$ cat src/design/ptf_pkg.sv
// Package for the pressure trend forecast block.
// Holds sizing constants, the forecast code type and the trend state struct.
// No dependencies.
`timescale 1ns / 1ps

package ptf_pkg;

    localparam int WINDOW_COUNT     = 9;
    localparam int SLOTS_PER_WINDOW = 6;
    localparam int PRESSURE_BITS    = 17;

    localparam int WINDOW_SPACING = 30;
    localparam int SPAN_DIVISOR   = 5;
    localparam int LIMIT_SCALE    = SLOTS_PER_WINDOW * SPAN_DIVISOR;
    localparam int READY_MINUTE   = WINDOW_SPACING + SLOTS_PER_WINDOW;
    localparam int LAST_MINUTE    = WINDOW_SPACING * (WINDOW_COUNT - 1) + SLOTS_PER_WINDOW - 1;
    // window whose old samples get reused after the wrap
    localparam int REUSE_WINDOW   = WINDOW_COUNT - 2;

    localparam int SUM_W  = $clog2(((2 ** PRESSURE_BITS) - 1) * SLOTS_PER_WINDOW + 1);
    localparam int DIFF_W = SUM_W + 1;
    localparam int CNT_W  = $clog2(LAST_MINUTE + 1);
    localparam int WIN_W  = $clog2(WINDOW_COUNT + 1);
    localparam int OFF_W  = $clog2(WINDOW_SPACING);
    localparam int STEP_W = WIN_W;
    localparam int THR_W  = 8;
    localparam int LIM_W  = THR_W + STEP_W + $clog2(LIMIT_SCALE + 1);
    localparam int CMP_W  = ((DIFF_W > LIM_W) ? DIFF_W : LIM_W) + 2;
    localparam int FC_W   = 3;

    // APB register map
    localparam int ADDR_W    = 3;
    localparam int DATA_W    = 32;
    localparam int REG_IDX_W = 1;
    localparam logic [REG_IDX_W-1:0] REG_STRONG = 1'b0;
    localparam logic [REG_IDX_W-1:0] REG_WEAK   = 1'b1;
    localparam logic [THR_W-1:0] STRONG_RESET = 8'd25;
    localparam logic [THR_W-1:0] WEAK_RESET   = 8'd5;

    typedef enum logic [FC_W-1:0] {
        FC_STABLE    = 3'd0,
        FC_SUNNY     = 3'd1,
        FC_RAINY     = 3'd2,
        FC_UNSTABLE  = 3'd3,
        FC_STORM     = 3'd4,
        FC_UNKNOWN   = 3'd5
    } fc_t;

    typedef struct packed {
        logic [DIFF_W-1:0] trend;   // two's complement
        logic [STEP_W-1:0] steps;
        logic [CNT_W-1:0]  minute;
    } trend_state_t;

endpackage

$ cat src/design/ptf_cfg_regs.sv
// APB register file: strong and weak change thresholds.
// Depends on ptf_pkg.
`timescale 1ns / 1ps

module ptf_cfg_regs
(
    input  logic                          clk,
    input  logic                          rst_n,
    input  logic                          psel,
    input  logic                          penable,
    input  logic                          pwrite,
    input  logic [ptf_pkg::ADDR_W-1:0]    paddr,
    input  logic [ptf_pkg::DATA_W-1:0]    pwdata,
    output logic [ptf_pkg::DATA_W-1:0]    prdata,
    output logic                          pready,
    output logic [ptf_pkg::THR_W-1:0]     strong_thr,
    output logic [ptf_pkg::THR_W-1:0]     weak_thr
);

    logic [ptf_pkg::THR_W-1:0]     strong_reg;
    logic [ptf_pkg::THR_W-1:0]     weak_reg;
    logic [ptf_pkg::REG_IDX_W-1:0] reg_idx;
    logic                          wr_en;

    assign pready  = 1'b1;
    assign reg_idx = paddr[ptf_pkg::REG_IDX_W+1:2];
    assign wr_en   = psel & penable & pwrite;

    always_ff @(posedge clk or negedge rst_n)
    begin
        if (!rst_n)
        begin
            strong_reg <= ptf_pkg::STRONG_RESET;
            weak_reg   <= ptf_pkg::WEAK_RESET;
        end
        else if (wr_en)
        begin
            unique case (reg_idx)
                ptf_pkg::REG_STRONG: strong_reg <= pwdata[ptf_pkg::THR_W-1:0];
                ptf_pkg::REG_WEAK:   weak_reg   <= pwdata[ptf_pkg::THR_W-1:0];
                default: ;
            endcase
        end
    end

    always_comb
    begin
        prdata = '0;
        unique case (reg_idx)
            ptf_pkg::REG_STRONG: prdata[ptf_pkg::THR_W-1:0] = strong_reg;
            ptf_pkg::REG_WEAK:   prdata[ptf_pkg::THR_W-1:0] = weak_reg;
            default:             prdata = '0;
        endcase
    end

    assign strong_thr = strong_reg;
    assign weak_thr   = weak_reg;

endmodule

$ cat src/design/ptf_trend_state.sv
// Minute counter, window slots, running window sums and trend registers.
// One sample or tick transfer is folded into the state per cycle. Depends on ptf_pkg.
`timescale 1ns / 1ps

module ptf_trend_state
(
    input  logic                               clk,
    input  logic                               rst_n,
    input  logic                               tick_fire,
    input  logic                               sample_fire,
    input  logic [ptf_pkg::PRESSURE_BITS-1:0]  sample,
    output ptf_pkg::trend_state_t              state
);

    localparam int NSLOT = ptf_pkg::SLOTS_PER_WINDOW - 1;  // slots held before the last

    logic [ptf_pkg::CNT_W-1:0]  minute_reg, minute_next, minute_adv;
    logic [ptf_pkg::WIN_W-1:0]  win_reg, win_next, win_adv;
    logic [ptf_pkg::OFF_W-1:0]  off_reg, off_next, off_adv;
    logic                       pending_reg, pending_next;
    logic [ptf_pkg::DIFF_W-1:0] trend_reg, trend_next;
    logic [ptf_pkg::STEP_W-1:0] steps_reg, steps_next;
    logic [ptf_pkg::SUM_W-1:0]  wsum_reg  [ptf_pkg::WINDOW_COUNT];
    logic [ptf_pkg::SUM_W-1:0]  wsum_wr   [ptf_pkg::WINDOW_COUNT];
    logic [ptf_pkg::SUM_W-1:0]  wsum_next [ptf_pkg::WINDOW_COUNT];

    // current window slots, and a copy of the reused window's slots
    logic [ptf_pkg::PRESSURE_BITS-1:0] cur_slot_reg [NSLOT];
    logic [ptf_pkg::PRESSURE_BITS-1:0] rsv_slot_reg [NSLOT];

    logic                      in_window;
    logic                      last_slot;
    logic                      reuse_win;
    logic                      wrap;
    logic [ptf_pkg::SUM_W-1:0] win_sum;

    // counter advance on a pending tick
    always_comb
    begin
        minute_adv = minute_reg;
        win_adv    = win_reg;
        off_adv    = off_reg;
        if (pending_reg)
        begin
            minute_adv = minute_reg + 1'b1;
            if (off_reg == ptf_pkg::OFF_W'(ptf_pkg::WINDOW_SPACING - 1))
            begin
                off_adv = '0;
                win_adv = win_reg + 1'b1;
            end
            else
            begin
                off_adv = off_reg + 1'b1;
            end
        end
    end

    assign in_window = (win_adv < ptf_pkg::WIN_W'(ptf_pkg::WINDOW_COUNT))
                     && (off_adv < ptf_pkg::OFF_W'(ptf_pkg::SLOTS_PER_WINDOW));
    assign last_slot = (off_adv == ptf_pkg::OFF_W'(ptf_pkg::SLOTS_PER_WINDOW - 1));
    assign reuse_win = (win_adv == ptf_pkg::WIN_W'(ptf_pkg::REUSE_WINDOW));
    assign wrap      = (minute_adv == ptf_pkg::CNT_W'(ptf_pkg::LAST_MINUTE));

    // window sum: held slots plus the incoming sample in the last slot
    always_comb
    begin
        win_sum = ptf_pkg::SUM_W'(sample);
        for (int i = 0; i < NSLOT; i++)
        begin
            if (reuse_win)
                win_sum = win_sum + ptf_pkg::SUM_W'(rsv_slot_reg[i]);
            else
                win_sum = win_sum + ptf_pkg::SUM_W'(cur_slot_reg[i]);
        end
    end

    always_comb
    begin
        minute_next  = minute_reg;
        win_next     = win_reg;
        off_next     = off_reg;
        pending_next = pending_reg;
        trend_next   = trend_reg;
        steps_next   = steps_reg;
        for (int i = 0; i < ptf_pkg::WINDOW_COUNT; i++)
            wsum_wr[i] = wsum_reg[i];

        if (sample_fire && in_window && last_slot)
        begin
            for (int i = 0; i < ptf_pkg::WINDOW_COUNT; i++)
            begin
                if (win_adv == ptf_pkg::WIN_W'(i))
                    wsum_wr[i] = win_sum;
            end
        end

        for (int i = 0; i < ptf_pkg::WINDOW_COUNT; i++)
            wsum_next[i] = wsum_wr[i];

        if (tick_fire)
        begin
            pending_next = 1'b1;
        end
        else if (sample_fire)
        begin
            pending_next = 1'b0;
            minute_next  = minute_adv;
            win_next     = win_adv;
            off_next     = off_adv;
            if (in_window && last_slot)
            begin
                if (win_adv != '0)
                begin
                    trend_next = {1'b0, win_sum} - {1'b0, wsum_reg[0]};
                    steps_next = ptf_pkg::STEP_W'(win_adv);
                end
                if (wrap)
                begin
                    minute_next = minute_adv - ptf_pkg::CNT_W'(ptf_pkg::WINDOW_SPACING);
                    win_next    = win_adv - 1'b1;
                    for (int i = 0; i < ptf_pkg::WINDOW_COUNT - 1; i++)
                        wsum_next[i] = wsum_wr[i+1];
                end
            end
        end
    end

    always_ff @(posedge clk or negedge rst_n)
    begin
        if (!rst_n)
        begin
            minute_reg  <= '0;
            win_reg     <= '0;
            off_reg     <= '0;
            pending_reg <= 1'b0;
            trend_reg   <= '0;
            steps_reg   <= '0;
            for (int i = 0; i < ptf_pkg::WINDOW_COUNT; i++)
                wsum_reg[i] <= '0;
        end
        else
        begin
            minute_reg  <= minute_next;
            win_reg     <= win_next;
            off_reg     <= off_next;
            pending_reg <= pending_next;
            trend_reg   <= trend_next;
            steps_reg   <= steps_next;
            for (int i = 0; i < ptf_pkg::WINDOW_COUNT; i++)
                wsum_reg[i] <= wsum_next[i];
        end
    end

    // slot storage, payload only
    always_ff @(posedge clk)
    begin
        for (int i = 0; i < NSLOT; i++)
        begin
            if (sample_fire && in_window && off_adv == ptf_pkg::OFF_W'(i))
            begin
                cur_slot_reg[i] <= sample;
                if (reuse_win)
                    rsv_slot_reg[i] <= sample;
            end
        end
    end

    assign state.trend  = trend_reg;
    assign state.steps  = steps_reg;
    assign state.minute = minute_reg;

endmodule

$ cat src/design/ptf_classifier.sv
// Forecast classification and the result output register.
// Compares the trend against scaled thresholds. Depends on ptf_pkg.
`timescale 1ns / 1ps

module ptf_classifier
(
    input  logic                          clk,
    input  logic                          rst_n,
    input  logic                          res_valid,
    output logic                          res_take,
    input  ptf_pkg::trend_state_t         state,
    input  logic [ptf_pkg::THR_W-1:0]     strong_thr,
    input  logic [ptf_pkg::THR_W-1:0]     weak_thr,
    output logic                          out_valid,
    input  logic                          out_ready,
    output logic [ptf_pkg::FC_W-1:0]      forecast,
    output logic [ptf_pkg::DIFF_W-1:0]    trend_difference,
    output logic [ptf_pkg::STEP_W-1:0]    trend_span,
    output logic [ptf_pkg::CNT_W-1:0]     minute_index
);

    logic                        out_valid_reg, out_valid_next;
    ptf_pkg::fc_t                fc_reg, fc_next;
    logic [ptf_pkg::DIFF_W-1:0]  diff_reg;
    logic [ptf_pkg::STEP_W-1:0]  span_reg;
    logic [ptf_pkg::CNT_W-1:0]   minute_reg;

    logic [ptf_pkg::LIM_W-1:0]   s_lim, w_lim;
    logic signed [ptf_pkg::CMP_W-1:0] d, s, w;

    assign res_take = res_valid && (!out_valid_reg || out_ready);

    always_comb
    begin
        s_lim = {{(ptf_pkg::LIM_W-ptf_pkg::THR_W){1'b0}}, strong_thr}
              * {{(ptf_pkg::LIM_W-ptf_pkg::STEP_W){1'b0}}, state.steps}
              * ptf_pkg::LIM_W'(ptf_pkg::LIMIT_SCALE);
        w_lim = {{(ptf_pkg::LIM_W-ptf_pkg::THR_W){1'b0}}, weak_thr}
              * {{(ptf_pkg::LIM_W-ptf_pkg::STEP_W){1'b0}}, state.steps}
              * ptf_pkg::LIM_W'(ptf_pkg::LIMIT_SCALE);
        d = {{(ptf_pkg::CMP_W-ptf_pkg::DIFF_W){state.trend[ptf_pkg::DIFF_W-1]}}, state.trend};
        s = {{(ptf_pkg::CMP_W-ptf_pkg::LIM_W){1'b0}}, s_lim};
        w = {{(ptf_pkg::CMP_W-ptf_pkg::LIM_W){1'b0}}, w_lim};

        // priority: storm, unstable, rainy, sunny, stable; early minutes and exact edges give unknown
        if (state.minute < ptf_pkg::CNT_W'(ptf_pkg::READY_MINUTE))
            fc_next = ptf_pkg::FC_UNKNOWN;
        else if (d < -s)
            fc_next = ptf_pkg::FC_STORM;
        else if (d > s)
            fc_next = ptf_pkg::FC_UNSTABLE;
        else if (d > -s && d < -w)
            fc_next = ptf_pkg::FC_RAINY;
        else if (d > w && d < s)
            fc_next = ptf_pkg::FC_SUNNY;
        else if (d > -w && d < w)
            fc_next = ptf_pkg::FC_STABLE;
        else
            fc_next = ptf_pkg::FC_UNKNOWN;
    end

    always_comb
    begin
        out_valid_next = out_valid_reg;
        if (res_take)
            out_valid_next = 1'b1;
        else if (out_ready)
            out_valid_next = 1'b0;
    end

    always_ff @(posedge clk or negedge rst_n)
    begin
        if (!rst_n)
            out_valid_reg <= 1'b0;
        else
            out_valid_reg <= out_valid_next;
    end

    always_ff @(posedge clk)
    begin
        if (res_take)
        begin
            fc_reg     <= fc_next;
            diff_reg   <= state.trend;
            span_reg   <= state.steps;
            minute_reg <= state.minute;
        end
    end

    assign out_valid        = out_valid_reg;
    assign forecast         = fc_reg;
    assign trend_difference = diff_reg;
    assign trend_span       = span_reg;
    assign minute_index     = minute_reg;

endmodule

$ cat src/design/pressure_trend_forecast_top.sv
// Pressure trend forecast, top level.
// A sample's result passes the input register, the state update and the classifier
// into the output register. A tick gives no result and never waits on the output.
// Throughput: one item per cycle while the output does not stall a sample.
// Reset (rst_n, async low): counter, sums, trend and valids cleared, thresholds 25 and 5.
`timescale 1ns / 1ps

module pressure_trend_forecast_top
(
    input  logic                                clk,
    input  logic                                rst_n,
    // APB configuration port
    input  logic                                psel,
    input  logic                                penable,
    input  logic                                pwrite,
    input  logic [ptf_pkg::ADDR_W-1:0]          paddr,
    input  logic [ptf_pkg::DATA_W-1:0]          pwdata,
    output logic [ptf_pkg::DATA_W-1:0]          prdata,
    output logic                                pready,
    // input items
    input  logic                                in_valid,
    output logic                                in_ready,
    input  logic                                kind,
    input  logic [ptf_pkg::PRESSURE_BITS-1:0]   pressure,
    // result items
    output logic                                out_valid,
    input  logic                                out_ready,
    output logic [ptf_pkg::FC_W-1:0]            forecast,
    output logic [ptf_pkg::DIFF_W-1:0]          trend_difference,
    output logic [ptf_pkg::STEP_W-1:0]          trend_span,
    output logic [ptf_pkg::CNT_W-1:0]           minute_index
);

    // Stage A: input register. Stage B: the state registers hold the result
    // of a sample that still has to be classified. Stage C: output register.
    logic                               a_valid_reg;
    logic                               a_kind_reg;
    logic [ptf_pkg::PRESSURE_BITS-1:0]  a_pres_reg;
    logic                               a_fire;
    logic                               b_valid_reg, b_valid_next;
    logic                               b_take;

    logic [ptf_pkg::THR_W-1:0]          strong_thr;
    logic [ptf_pkg::THR_W-1:0]          weak_thr;
    ptf_pkg::trend_state_t              state;

    ptf_cfg_regs u_cfg
    (
        .clk        (clk),
        .rst_n      (rst_n),
        .psel       (psel),
        .penable    (penable),
        .pwrite     (pwrite),
        .paddr      (paddr),
        .pwdata     (pwdata),
        .prdata     (prdata),
        .pready     (pready),
        .strong_thr (strong_thr),
        .weak_thr   (weak_thr)
    );

    // A tick only touches the pending flag, so it can always move on.
    // A sample changes the state, so it waits until the previous result
    // has been picked up by the output stage.
    assign a_fire   = a_valid_reg && (a_kind_reg || !b_valid_reg || b_take);
    assign in_ready = !a_valid_reg || a_fire;

    always_ff @(posedge clk or negedge rst_n)
    begin
        if (!rst_n)
            a_valid_reg <= 1'b0;
        else if (in_ready)
            a_valid_reg <= in_valid;
    end

    always_ff @(posedge clk)
    begin
        if (in_valid && in_ready)
        begin
            a_kind_reg <= kind;
            a_pres_reg <= pressure;
        end
    end

    ptf_trend_state u_state
    (
        .clk         (clk),
        .rst_n       (rst_n),
        .tick_fire   (a_fire && a_kind_reg),
        .sample_fire (a_fire && !a_kind_reg),
        .sample      (a_pres_reg),
        .state       (state)
    );

    always_comb
    begin
        b_valid_next = b_valid_reg && !b_take;
        if (a_fire && !a_kind_reg)
            b_valid_next = 1'b1;
    end

    always_ff @(posedge clk or negedge rst_n)
    begin
        if (!rst_n)
            b_valid_reg <= 1'b0;
        else
            b_valid_reg <= b_valid_next;
    end

    ptf_classifier u_cls
    (
        .clk              (clk),
        .rst_n            (rst_n),
        .res_valid        (b_valid_reg),
        .res_take         (b_take),
        .state            (state),
        .strong_thr       (strong_thr),
        .weak_thr         (weak_thr),
        .out_valid        (out_valid),
        .out_ready        (out_ready),
        .forecast         (forecast),
        .trend_difference (trend_difference),
        .trend_span       (trend_span),
        .minute_index     (minute_index)
    );

    // A pending sample result is never dropped while the output stalls.
    a_b_hold: assert property (@(posedge clk) disable iff (!rst_n)
        b_valid_reg && !b_take |=> b_valid_reg)
        else $error("pending sample result lost");

    // The counter wraps at the last minute, so it is never shown past it.
    a_minute_max: assert property (@(posedge clk) disable iff (!rst_n)
        out_valid |-> minute_index <= ptf_pkg::CNT_W'(ptf_pkg::LAST_MINUTE))
        else $error("minute counter beyond last minute");

    // Early minutes always give unknown.
    a_early_unknown: assert property (@(posedge clk) disable iff (!rst_n)
        out_valid && minute_index < ptf_pkg::CNT_W'(ptf_pkg::READY_MINUTE)
        |-> forecast == ptf_pkg::FC_UNKNOWN)
        else $error("forecast given before ready minute");

    // A known forecast needs a trend over at least one window.
    a_span_known: assert property (@(posedge clk) disable iff (!rst_n)
        out_valid && forecast != ptf_pkg::FC_UNKNOWN |-> trend_span != '0)
        else $error("forecast without trend span");

endmodule
$ cat config.mk
export PLATFORM = sky130hd
export DESIGN_NAME = pressure_trend_forecast_top
export DESIGN_NICKNAME = d
export VERILOG_FILES = /design/src/design/ptf_pkg.sv /design/src/design/ptf_cfg_regs.sv /design/src/design/ptf_trend_state.sv /design/src/design/ptf_classifier.sv /design/src/design/pressure_trend_forecast_top.sv
export SDC_FILE = /design/constraint.sdc
export NUM_CORES = 1
export LEC_CHECK = 0
export BUFFER_PORTS_ARGS = -buffer_cell sky130_fd_sc_hd__buf_2
export CAP_MARGIN = 5
export CORE_ASPECT_RATIO = 0.9
export CORE_MARGIN = 2
export CORE_UTILIZATION = 40
export DETAILED_ROUTE_END_ITERATION = 8
export GPL_TIMING_DRIVEN = 1
export REMOVE_ABC_BUFFERS = 1
export SETUP_SLACK_MARGIN = 0.15
export SLEW_MARGIN = 20
export SYNTH_ARGS = -nofsm -noshare
export SYNTH_HDL_FRONTEND = slang
export SYNTH_SLANG_ARGS = --single-unit
$ cat constraint.sdc
create_clock -name clk -period 10.27 [get_ports clk]
set_clock_uncertainty 0.05 [all_clocks]
set_input_delay 2.054 -clock clk [delete_from_list [all_inputs] [get_ports clk]]
set_output_delay 2.054 -clock clk [all_outputs]
set_load 0.02 [all_outputs]
# Yosys cells after proc, flatten, opt, wreduce, memory -nomap -nowiden
# Memory sizes are Yosys's and may differ from the RTL's.
# Index checks and enable logic that the tools add are counted.
[totals] output_inout_bits=71 memories=2 ramBits=170 in_bits=60 reg_bits=296
[memory_table] name="u_state.cur_slot_reg" depth=5 width=17 read_ports=5 rd_clocked_by_memory_dff=0 wr=1 line="ptf_trend_state.sv:28" text="logic [ptf_pkg::PRESSURE_BITS-1:0] cur_slot_reg [NSLOT];"
[memory_table] name="u_state.rsv_slot_reg" depth=5 width=17 read_ports=5 rd_clocked_by_memory_dff=0 wr=1 line="ptf_trend_state.sv:29" text="logic [ptf_pkg::PRESSURE_BITS-1:0] rsv_slot_reg [NSLOT];"
[op_classes] add_sub_neg=18 muxes=84 n_bitwise=4 multipliers=4 n_eq_ne=15 n_lt_le_gt_ge=11 n_reduce_logical=45
[op_table] cell="$mux 160" n=4
[op_table] cell="$mux 20" n=14
[op_table] cell="$mux 180" n=1
[op_table] cell="$add 20x17->20" n=8
[op_table] cell="$mux 17" n=8
[op_table] cell="$reduce_or 17->1" n=8
[op_table] cell="$gt 21x23->1" n=2
[op_table] cell="$lt 21x23->1" n=2
[op_table] cell="$neg 17->23" n=2
[op_table] cell="$gt 21x18->1" n=2
[op_table] cell="$lt 21x18->1" n=2
[op_table] cell="$add 17x17->18" n=2
[op_table] cell="$mux 3" n=12
[op_table] cell="$mux 1" n=35
[op_table] cell="$mul 12x4->16 const B" n=2
[op_table] cell="$mul 8x4->12" n=2
[op_table] cell="$mux 8" n=3
[op_table] cell="$sub 20x20->21" n=1
[op_table] cell="$logic_and 1x1->1" n=18
[op_table] cell="$eq 4x3->1 const B" n=4
[op_table] cell="$mux 4" n=4
[op_table] cell="$pmux 8 s2" n=1
[op_table] cell="$eq 5x2->1 const B" n=2
[op_table] cell="$eq 5x3->1 const B" n=2
[op_table] cell="other kinds (26)" n=40

# Logic depth before layout (Yosys ltp)
# Gate-level depths: netlist of run 1.
[logic_depth] depth_word=19 mapped_depth=55 depth_no_buf=53

# By module
# Synthesis of run 1 repeated with hierarchy kept, for this count alone.
[hier_totals] hier_cells=2858 area_unflattened_um2=30222.7
[modules_own_cells] module="ptf_trend_state" area_per_inst_um2=20733.6 n_inst=1 seq_area_each_um2=10685.2 cells_per_inst=1881
[modules_own_cells] module="ptf_classifier" area_per_inst_um2=7911.3 n_inst=1 seq_area_each_um2=1106.1 cells_per_inst=877
[modules_own_cells] module="ptf_cfg_regs" area_per_inst_um2=928.4 n_inst=1 seq_area_each_um2=406.6 cells_per_inst=70
[modules_own_cells] module="pressure_trend_forecast_top" area_per_inst_um2=649.4 n_inst=1 seq_area_each_um2=590.6 cells_per_inst=30

# Worst setup path after synthesis of run 1
# OpenSTA, ideal clock, no wires.
[synth_path] kind="register -> register" from="reg u_state.off_reg[0] in the netlist's numbering" to="reg u_state.trend_reg[18] in the netlist's numbering" slack_ps=82 t_required_ps=10095 stages_incl_launch_ff=54 setup_ps=125 arrival_ps=10014 n_path_buf=2 cell_sequence="dfrtp_1 -> ha_1 -> nand3_1 -> nor2_1 -> mux2i_1 -> inv_1 -> ha_1 -> and3_1 -> clkbuf_1 -> clkbuf_1 -> nand2_1 -> nand2_1 -> ha_1 -> fa_1 -> a21o_1 -> a21o_1 -> a21o_1 -> a21oi_1 -> [... 18 more ...] -> o21ai_0 -> xnor2_1 -> ha_1 -> inv_1 -> or3_1 -> o21ai_0 -> nor2_1 -> xor2_1 -> inv_1 -> ha_1 -> a21o_1 -> a21oi_1 -> o21ai_0 -> a211oi_1 -> o21bai_1 -> a21o_1 -> xnor3_1 -> mux2_2"
[synth_between] elab_chain_len=14 elab_cells_between_ends=28
[synth_lines] element="start, declared" line="ptf_trend_state.sv:19" text="logic [ptf_pkg::OFF_W-1:0] off_reg, off_next, off_adv;"
[synth_lines] element="start signal, assigned" line="ptf_trend_state.sv:145" text="off_reg <= off_next;"
[synth_lines] element="$eq 5x5->1 *" line="ptf_trend_state.sv:46" text="if (off_reg == ptf_pkg::OFF_W'(ptf_pkg::WINDOW_SPACING - 1))"
[synth_lines] element="$mux 4 *" line="ptf_trend_state.sv:46"
[synth_lines] element="$mux 4 *" line="ptf_trend_state.sv:43" text="if (pending_reg)"
[synth_lines] element="via u_state.win_adv (one bit)" line="ptf_trend_state.sv:18" text="logic [ptf_pkg::WIN_W-1:0] win_reg, win_next, win_adv;"
[synth_lines] element="$eq 4x3->1" line="ptf_trend_state.sv:61" text="assign reuse_win = (win_adv == ptf_pkg::WIN_W'(ptf_pkg::REUSE_WINDOW));"
[synth_lines] element="$mux 20" line="ptf_trend_state.sv:70" text="if (reuse_win)"
[synth_lines] element="$add 20x17->20, on equally long branches" line="ptf_trend_state.sv:73, ptf_trend_state.sv:71"
[synth_lines] element="$mux 20" line="ptf_trend_state.sv:70"
[synth_lines] element="$add 20x17->20, on equally long branches" line="ptf_trend_state.sv:73, ptf_trend_state.sv:71"
[synth_lines] element="$mux 20" line="ptf_trend_state.sv:70"
[synth_lines] element="$add 20x17->20, on equally long branches" line="ptf_trend_state.sv:73, ptf_trend_state.sv:71"
[synth_lines] element="$mux 20" line="ptf_trend_state.sv:70"
[synth_lines] element="$add 20x17->20, on equally long branches" line="ptf_trend_state.sv:73, ptf_trend_state.sv:71"
[synth_lines] element="$mux 20" line="ptf_trend_state.sv:70"
[synth_lines] element="$sub 20x20->21" line="ptf_trend_state.sv:114" text="trend_next = {1'b0, win_sum} - {1'b0, wsum_reg[0]};"
[synth_lines] element="end signal, assigned" line="ptf_trend_state.sv:147" text="trend_reg <= trend_next;"
[synth_lines] element="end, declared" line="ptf_trend_state.sv:21" text="logic [ptf_pkg::DIFF_W-1:0] trend_reg, trend_next;"
# The timed path passes the listed nets; every way through them passes the cells marked *.
# A chain may end at the register's enable or synchronous reset.

# Final worst setup path of run 1
[layout_path] from="reg u_state.off_reg[1] in the netlist's numbering" to="reg u_state.trend_reg[18] in the netlist's numbering"
# Same word-level chain as after synthesis.

==> key figures, run 1 <==
Power and ir drop
  – Pwr per Cell Area: 314 nW/um2
  – VDD IR-drop max: 0.000387 V
  – Tot Pwr: 0.0107 W
  – Pleak: 15.3 nW

Global routing
  – Global route overflow: 0
  – Vias in the first global route: 21,600
  – Global-route wire length before repair: 116,000 um
  – GR Util All Layers: 0.184
  – Initial antenna violation count: 1
  – Largest net degree at the start of global routing: 102

Timing
  – Final period utilization: 0.938
  – Fmax achieved: 104 MHz
  – RSZ-0062 raised after global routing: no
  – Final slew viol count: 0
  – Finish-stage setup viols: 0
  – Final hold vios: 0
  – Minimum clock period: 9630 ps
  – Least-Margin Pin Slew: 1060 ps
  – WHS: 426 ps
  – Slew HR: 0.292

Yosys
  – Synth area leaders: edfxtp_1 (23%), dfrtp_1 (20%), ha_1 (11%)
  – Area share of the largest cell type after synthesis: 0.226
  – Gate Count Post-Synth: 2,999
  – Synth Flop Type: dfrtp_1
  – Flops & latches, synth: 466
  – Cell accounting for the most synthesized area: edfxtp_1
  – Cell area after synthesis: 29,800 um2
  – Register area share after synthesis: 0.429
  – Ys async rst share: 0.519
  – Post-synth EDFFs: 224
  – Synth cell types: 81
  – YS warnings: 0
  – Avg Inst Size Synth: 9.94 um2

Min path
  – Worst Hold Depth: 1
  – Worst hold-check path type: flip-flop to flip-flop
  – Worst Hold Endpoint: u_cls.out_valid$_DFFE_PN0P_
  – Worst hold start: b_valid_reg$_DFF_PN0_

Finish
  – Area grow syn2layout: 14.2%
  – Final Cell Area: 34,000 um2
  – Max reg flops: 180
  – # nets final: 3,543
  – Fill count: 6,988
  – Antenna Cells: 0
  – Fin cells: 4,139
  – Seq. cell area: 12,800 um2
  – Area of the multi-input gates: 16,200 um2
  – Finished Core Util: 0.464
  – Share of cells above drive strength 1: 0.123

Die
  – Starting density of the core: 0.406
  – # rows: 94
  – Die Y: 263 um
  – IO Count: 131
  – Core area: 73,400 um2
  – DIE AREA: 76,700 um2
  – Die X-Extent: 292 um

Clocking
  – Max clock buf depth: 3
  – H-tree levels: 2
  – CTS Sinks: 466
  – Root buf cell: clkbuf_16
  – Cts hold-fix bufs: 0
  – Clk_lat worst skew: 650 ps
  – Num CTS Buffers: 51
  – CTS tree: yes
  – Reg clk slew, reported paths: 60 ps

Route
  – Starting DRT DRC Count: 1,349
  – Via-to-Cell Ratio: 5.34
  – Total Routed Length: 71,000 um
  – Drt drc: 0
  – Via Count: 22,100
  – Number of routed nets with antenna violations: 0
  – Drt wl/cell: 17.1 um
  – First drt pass iteration count: 5

Critical path
  – CP arrival: 10,090 ps
  – CP Class: flip-flop to flip-flop
  – CP startpoint: u_state.off_reg[1]$_DFFE_PN0P_
  – R2R cell count: 50
  – CP Launch Type: flip-flop
  – Reg2reg end: u_state.trend_reg[18]$_DFFE_PN0P_
  – Slowest CP cell: or3_1
  – Worst path max stage delay: 380 ps
  – Required @ worst endpoint: 10,730 ps
  – CP Capture Type: flip-flop
  – Max FO, Critical Path: 6
  – Launching point of the worst reg2reg path: u_state.off_reg[1]$_DFFE_PN0P_
  – FF-to-FF setup slack: 640 ps

Placed design
  – HPWL Detailed: 51,600 um
  – Placed Cells: 4,027
  – Placed cell area: 31,600 um2
  – Port Buf Inserts: 79
  – Gp weighted congestion: 0.845

Flow run
  – Max Cap Violations: 0

Status
  – Status: finished clean
-- kinds of logic after synthesis --
kind of cell | after synthesis | synth area share
xor+xnor | 148 | 0.0453
fa+ha+maj | 344 | 0.163
compound gates | 840 | 0.175
other cells | 2 | 0.000252
mux | 43 | 0.0157
flops | 466 | 0.429
simple gates | 816 | 0.125
buf+inv | 340 | 0.0470
-- power breakdown --
part,switching (W),internal (W),total [W]
registers,0.0000941,0.00206,0.00215
clock network,0.000806,0.00114,0.00195
logic,0.00382,0.00278,0.00660
-- worst max-delay path: cells and delay by family, from the launching register on --
family	cells	cell delay, ps
DFF	1	370
muxes	2	540
adders and majority gates	9	2310
xor gates and xnor gates	5	890
buffers and inverters	4	290
and+or+nand+nor	13	1690
AOI/OAI and AO/OA	17	3380
-- synth_stat cells, types with 35 or more instances --
master and n:
a21o_1 61, a21oi_1 195, a22oi_1 93, and2_1 38
clkbuf_1 66, dfrtp_1 237, edfxtp_1 224, fa_1 72
ha_1 272, inv_1 225, nand2_1 440, nand2b_1 35
nor2_1 108, o21a_1 37, o21ai_0 221, o22ai_1 66
xnor2_1 90, xor2_1 54
-- how the worst max path moves through the flow --
| stage | end | slack (ps) |
|---|---|---|
| 2_1_floorplan | u_state.trend_reg[18]$_DFFE_PN0P_ | -910 |
| 3_3_place_gp | u_state.trend_reg[18]$_DFFE_PN0P_ | -2 |
| 3_5_place_dp | u_state.trend_reg[18]$_DFFE_PN0P_ | -30 |
| 4_1_cts | u_state.trend_reg[18]$_DFFE_PN0P_ | 150 |
| 5_1_grt | u_state.trend_reg[18]$_DFFE_PN0P_ | 40 |
| 6_report | u_state.trend_reg[18]$_DFFE_PN0P_ | 640 |
-- through the flow --
stage,setup WS (ps),TNS (ps)
finish,641,0
global placement,-1.73,-1.73
detailed placement,-27.7,-27.7
floorplan,-907,-3860
CTS,154,0
global route,39.5,0
-- timing repair --
| item | 4_1_cts | 5_1_grt |
|---|---|---|
| setup buffers | 3 | 14 |
| endpoints found under the hold margin | 0 | 0 |
| setup endpoints to repair | 3 | 36 |
| cloned | 0 | 2 |
| pin swaps | 1 | 34 |
| resized for setup | 4 | 90 |
-- layout by cell type, fill, tap and decap left out, types with 25 or more instances in the layout --
cell | synthesis | routed
xnor2_1 | 90 | 87
nor2b_1 | 26 | 25
dfrtp_1 | 237 | 237
mux2_2 | 29 | 29
fa_1 | 72 | 71
nand2_1 | 440 | 436
nor3_1 | 32 | 28
nand2b_1 | 35 | 35
clkbuf_16 | 0 | 52
nor2_1 | 108 | 102
o21bai_1 | 28 | 27
nand4_1 | 28 | 28
o21ai_0 | 221 | 216
inv_1 | 225 | 223
a21o_1 | 61 | 61
o22ai_1 | 66 | 66
nand3_1 | 34 | 32
ha_1 | 272 | 259
buf_4 | 27 | 89
xor2_1 | 54 | 47
o21a_1 | 37 | 37
and2_1 | 38 | 36
a21oi_1 | 195 | 181
conb_1 | 2 | 25
a22oi_1 | 93 | 93
buf_2 | 18 | 79
edfxtp_1 | 224 | 224
-- per-layer routing --
layer,up-vias,routed length (um),track usage
met4,0,1970,0.0557
met3,105,2570,0.0223
met1,10700,33500,0.251
met5,-,0,0
li1,11000,-,-
met2,362,32900,0.305
-- layout make-up --
type,count,area share
well taps,960,0.0353
multi-input cells,2216,0.476
clock buffers,65,0.0420
flip-flops and latches,466,0.376
inverters,225,0.0248
clock inverters,28,0.0104
repair buffers,179,0.0356
Power figures use the tool's default switching activity.
==> run 2: changes to the inputs <==
==> constraint.sdc (replaced) <==
create_clock -name clk -period 10.27 [get_ports clk]
set_clock_uncertainty 0.05 [all_clocks]
set_input_delay 0.5135 -clock clk [delete_from_list [all_inputs] [get_ports clk]]
set_output_delay 0.5135 -clock clk [all_outputs]
set_load 0.02 [all_outputs]
==> key figures, run 2 (synthesis results as in run 1) <==
Status
  – Status: finished clean

Flow run
  – Max Cap Violations: 0

Placed design
  – Gp weighted congestion: 0.840
  – HPWL Detailed: 51,900 um
  – Port Buf Inserts: 79
  – Placed Cells: 4,020

Finish
  – Share of cells above drive strength 1: 0.118
  – Area grow syn2layout: 14.8%
  – Max reg flops: 180
  – # nets final: 3,557
  – Fin cells: 4,155
  – Commonest non-fill, non-tap cell in the layout: nand2_1
  – Antenna Cells: 0
  – Commonest cells after routing, fill and taps aside: nand2_1 (440), ha_1 (257), dfrtp_1 (237), inv_1 (225), edfxtp_1 (224)

Route
  – Starting DRT DRC Count: 1,385
  – Via-to-Cell Ratio: 5.31
  – Number of routed nets with antenna violations: 0
  – Total Routed Length: 71,600 um
  – Via Count: 22,100
  – First drt pass iteration count: 5
  – Drt drc: 0
  – Drt wl/cell: 17.2 um

Global routing
  – Largest net degree at the start of global routing: 116
  – Global-route wire length before repair: 116,000 um
  – GR Util All Layers: 0.185
  – Vias in the first global route: 21,600
  – Global route overflow: 0
  – Initial antenna violation count: 0

Clocking
  – CTS tree: yes
  – CTS Sinks: 466
  – Root buf cell: clkbuf_16
  – Num CTS Buffers: 50
  – H-tree levels: 2
  – Clk_lat worst skew: 630 ps
  – Max clock buf depth: 3
  – Reg clk slew, reported paths: 60 ps

Critical path
  – CP arrival: 10,120 ps
  – CP startpoint: u_state.off_reg[1]$_DFFE_PN0P_
  – Most Frequent Cell on Critical Path: ha_1
  – FF-to-FF setup slack: 590 ps
  – CP Capture Type: flip-flop
  – Crit path buf inv count: 8
  – Required @ worst endpoint: 10,710 ps
  – Max FO, Critical Path: 11
  – Top delay family on crit path: adder cells
  – R2R cell count: 49
  – Reg2reg end: u_state.trend_reg[18]$_DFFE_PN0P_
  – Launching point of the worst reg2reg path: u_state.off_reg[1]$_DFFE_PN0P_
  – CP Launch Type: flip-flop
  – Slowest CP cell: or3b_4
  – Worst path max stage delay: 430 ps
  – CP Class: flip-flop to flip-flop

Min path
  – Worst Hold Endpoint: a_kind_reg$_DFFE_PP_
  – Worst hold-check path type: input pin to flip-flop
  – Worst hold start: kind
  – Worst Hold Depth: 1

Die
  – # rows: 94
  – Starting density of the core: 0.406
  – Die X-Extent: 292 um
  – Core area: 73,400 um2
  – Die Y: 263 um
  – DIE AREA: 76,700 um2
  – IO Count: 131

Timing
  – RSZ-0062 raised after global routing: yes
  – Fin Setup TNS: 0 ps
  – Slew HR: 0.285
  – Final hold vios: 0
  – Minimum clock period: 9680 ps
  – Least-Margin Pin Slew: 1060 ps
  – Final slew viol count: 0
  – Finish-stage setup viols: 0
  – Fmax achieved: 103 MHz
  – Final period utilization: 0.942

Power and ir drop
  – VDD IR-drop max: 0.000391 V
  – Pleak: 15.4 nW
  – Pwr per Cell Area: 320 nW/um2
## run 2: cell count changes in the layout (fill, tap and decap cells not counted), sizes merged
cell           before  now
dlygate4sd3         0   18
bufinv              6   13
clkinv             16   11
buf               178  174
clkbuf             65   64
clkdlybuf4s15       1    2
## run 2: repair_timing
| item | 4_1_cts | 5_1_grt |
|---|---|---|
| pin swaps | 0 | 31 |
| hold buffers | 18 | 0 |
| endpoints found under the setup margin | 2 | 30 |
| gates resized for setup | 4 | 74 |
| endpoints found under the hold margin | 125 | 0 |
| gates cloned | 0 | 3 |
| setup buffers | 0 | 20 |
## run 2: area by class of cell
| cell class | count | area [um2] |
|---|---|---|
| Clock buffer | 64 | 1360 |
| Inverter | 225 | 845 |
| Fill cell | 6887 | 39200 |
| Multi-Input combinational cell | 2216 | 16100 |
| Clock inverter | 30 | 558 |
| Timing Repair Buffer | 194 | 1340 |
| Sequential cell | 466 | 12800 |
| Tap cell | 960 | 1200 |
## run 2: worst max path at each step
stage / cells past startpoint / endpoint
floorplan: 51 / u_state.trend_reg[18]$_DFFE_PN0P_
global placement: 53 / u_state.trend_reg[18]$_DFFE_PN0P_
detailed placement: 53 / u_state.trend_reg[18]$_DFFE_PN0P_
CTS: 53 / u_state.trend_reg[18]$_DFFE_PN0P_
global route: 51 / u_state.trend_reg[18]$_DFFE_PN0P_
finish: 49 / u_state.trend_reg[18]$_DFFE_PN0P_
## run 2: layer usage
layer / global-route usage / share of wire
met3: 0.0290 / 0.040
met1: 0.254 / 0.47
met5: 0 / 0
met4: 0.0460 / 0.020
met2: 0.306 / 0.47
## run 2: worst reg2reg max path, delay by kind of cell (launching register included)
family / cells / cell delay (ps)
compound gates: 12 / 2010
buf+inv: 8 / 950
fa+ha+maj: 8 / 2210
simple gates: 13 / 2150
xor+xnor: 6 / 1280
flops: 1 / 380
mux: 2 / 530
## run 2: power by group
group	switching, W	internal, W
registers	0.0000937	0.00206
logic	0.00388	0.00282
clock network	0.000816	0.00128
total	0.00479	0.00616
## run 2: through the flow
step	power, W	hold WS, ps	setup WS, ps	instance area, um2	util
floorplan	0.00584	168	-907	29300	-
global placement	0.00774	417	108	31600	0.430
detailed placement	0.00776	422	13.8	31600	0.430
CTS	0.00993	3.43	190	33700	0.459
global route	0.0117	6.09	-11.9	34200	0.466
finish	0.0109	43.2	594	34200	0.466
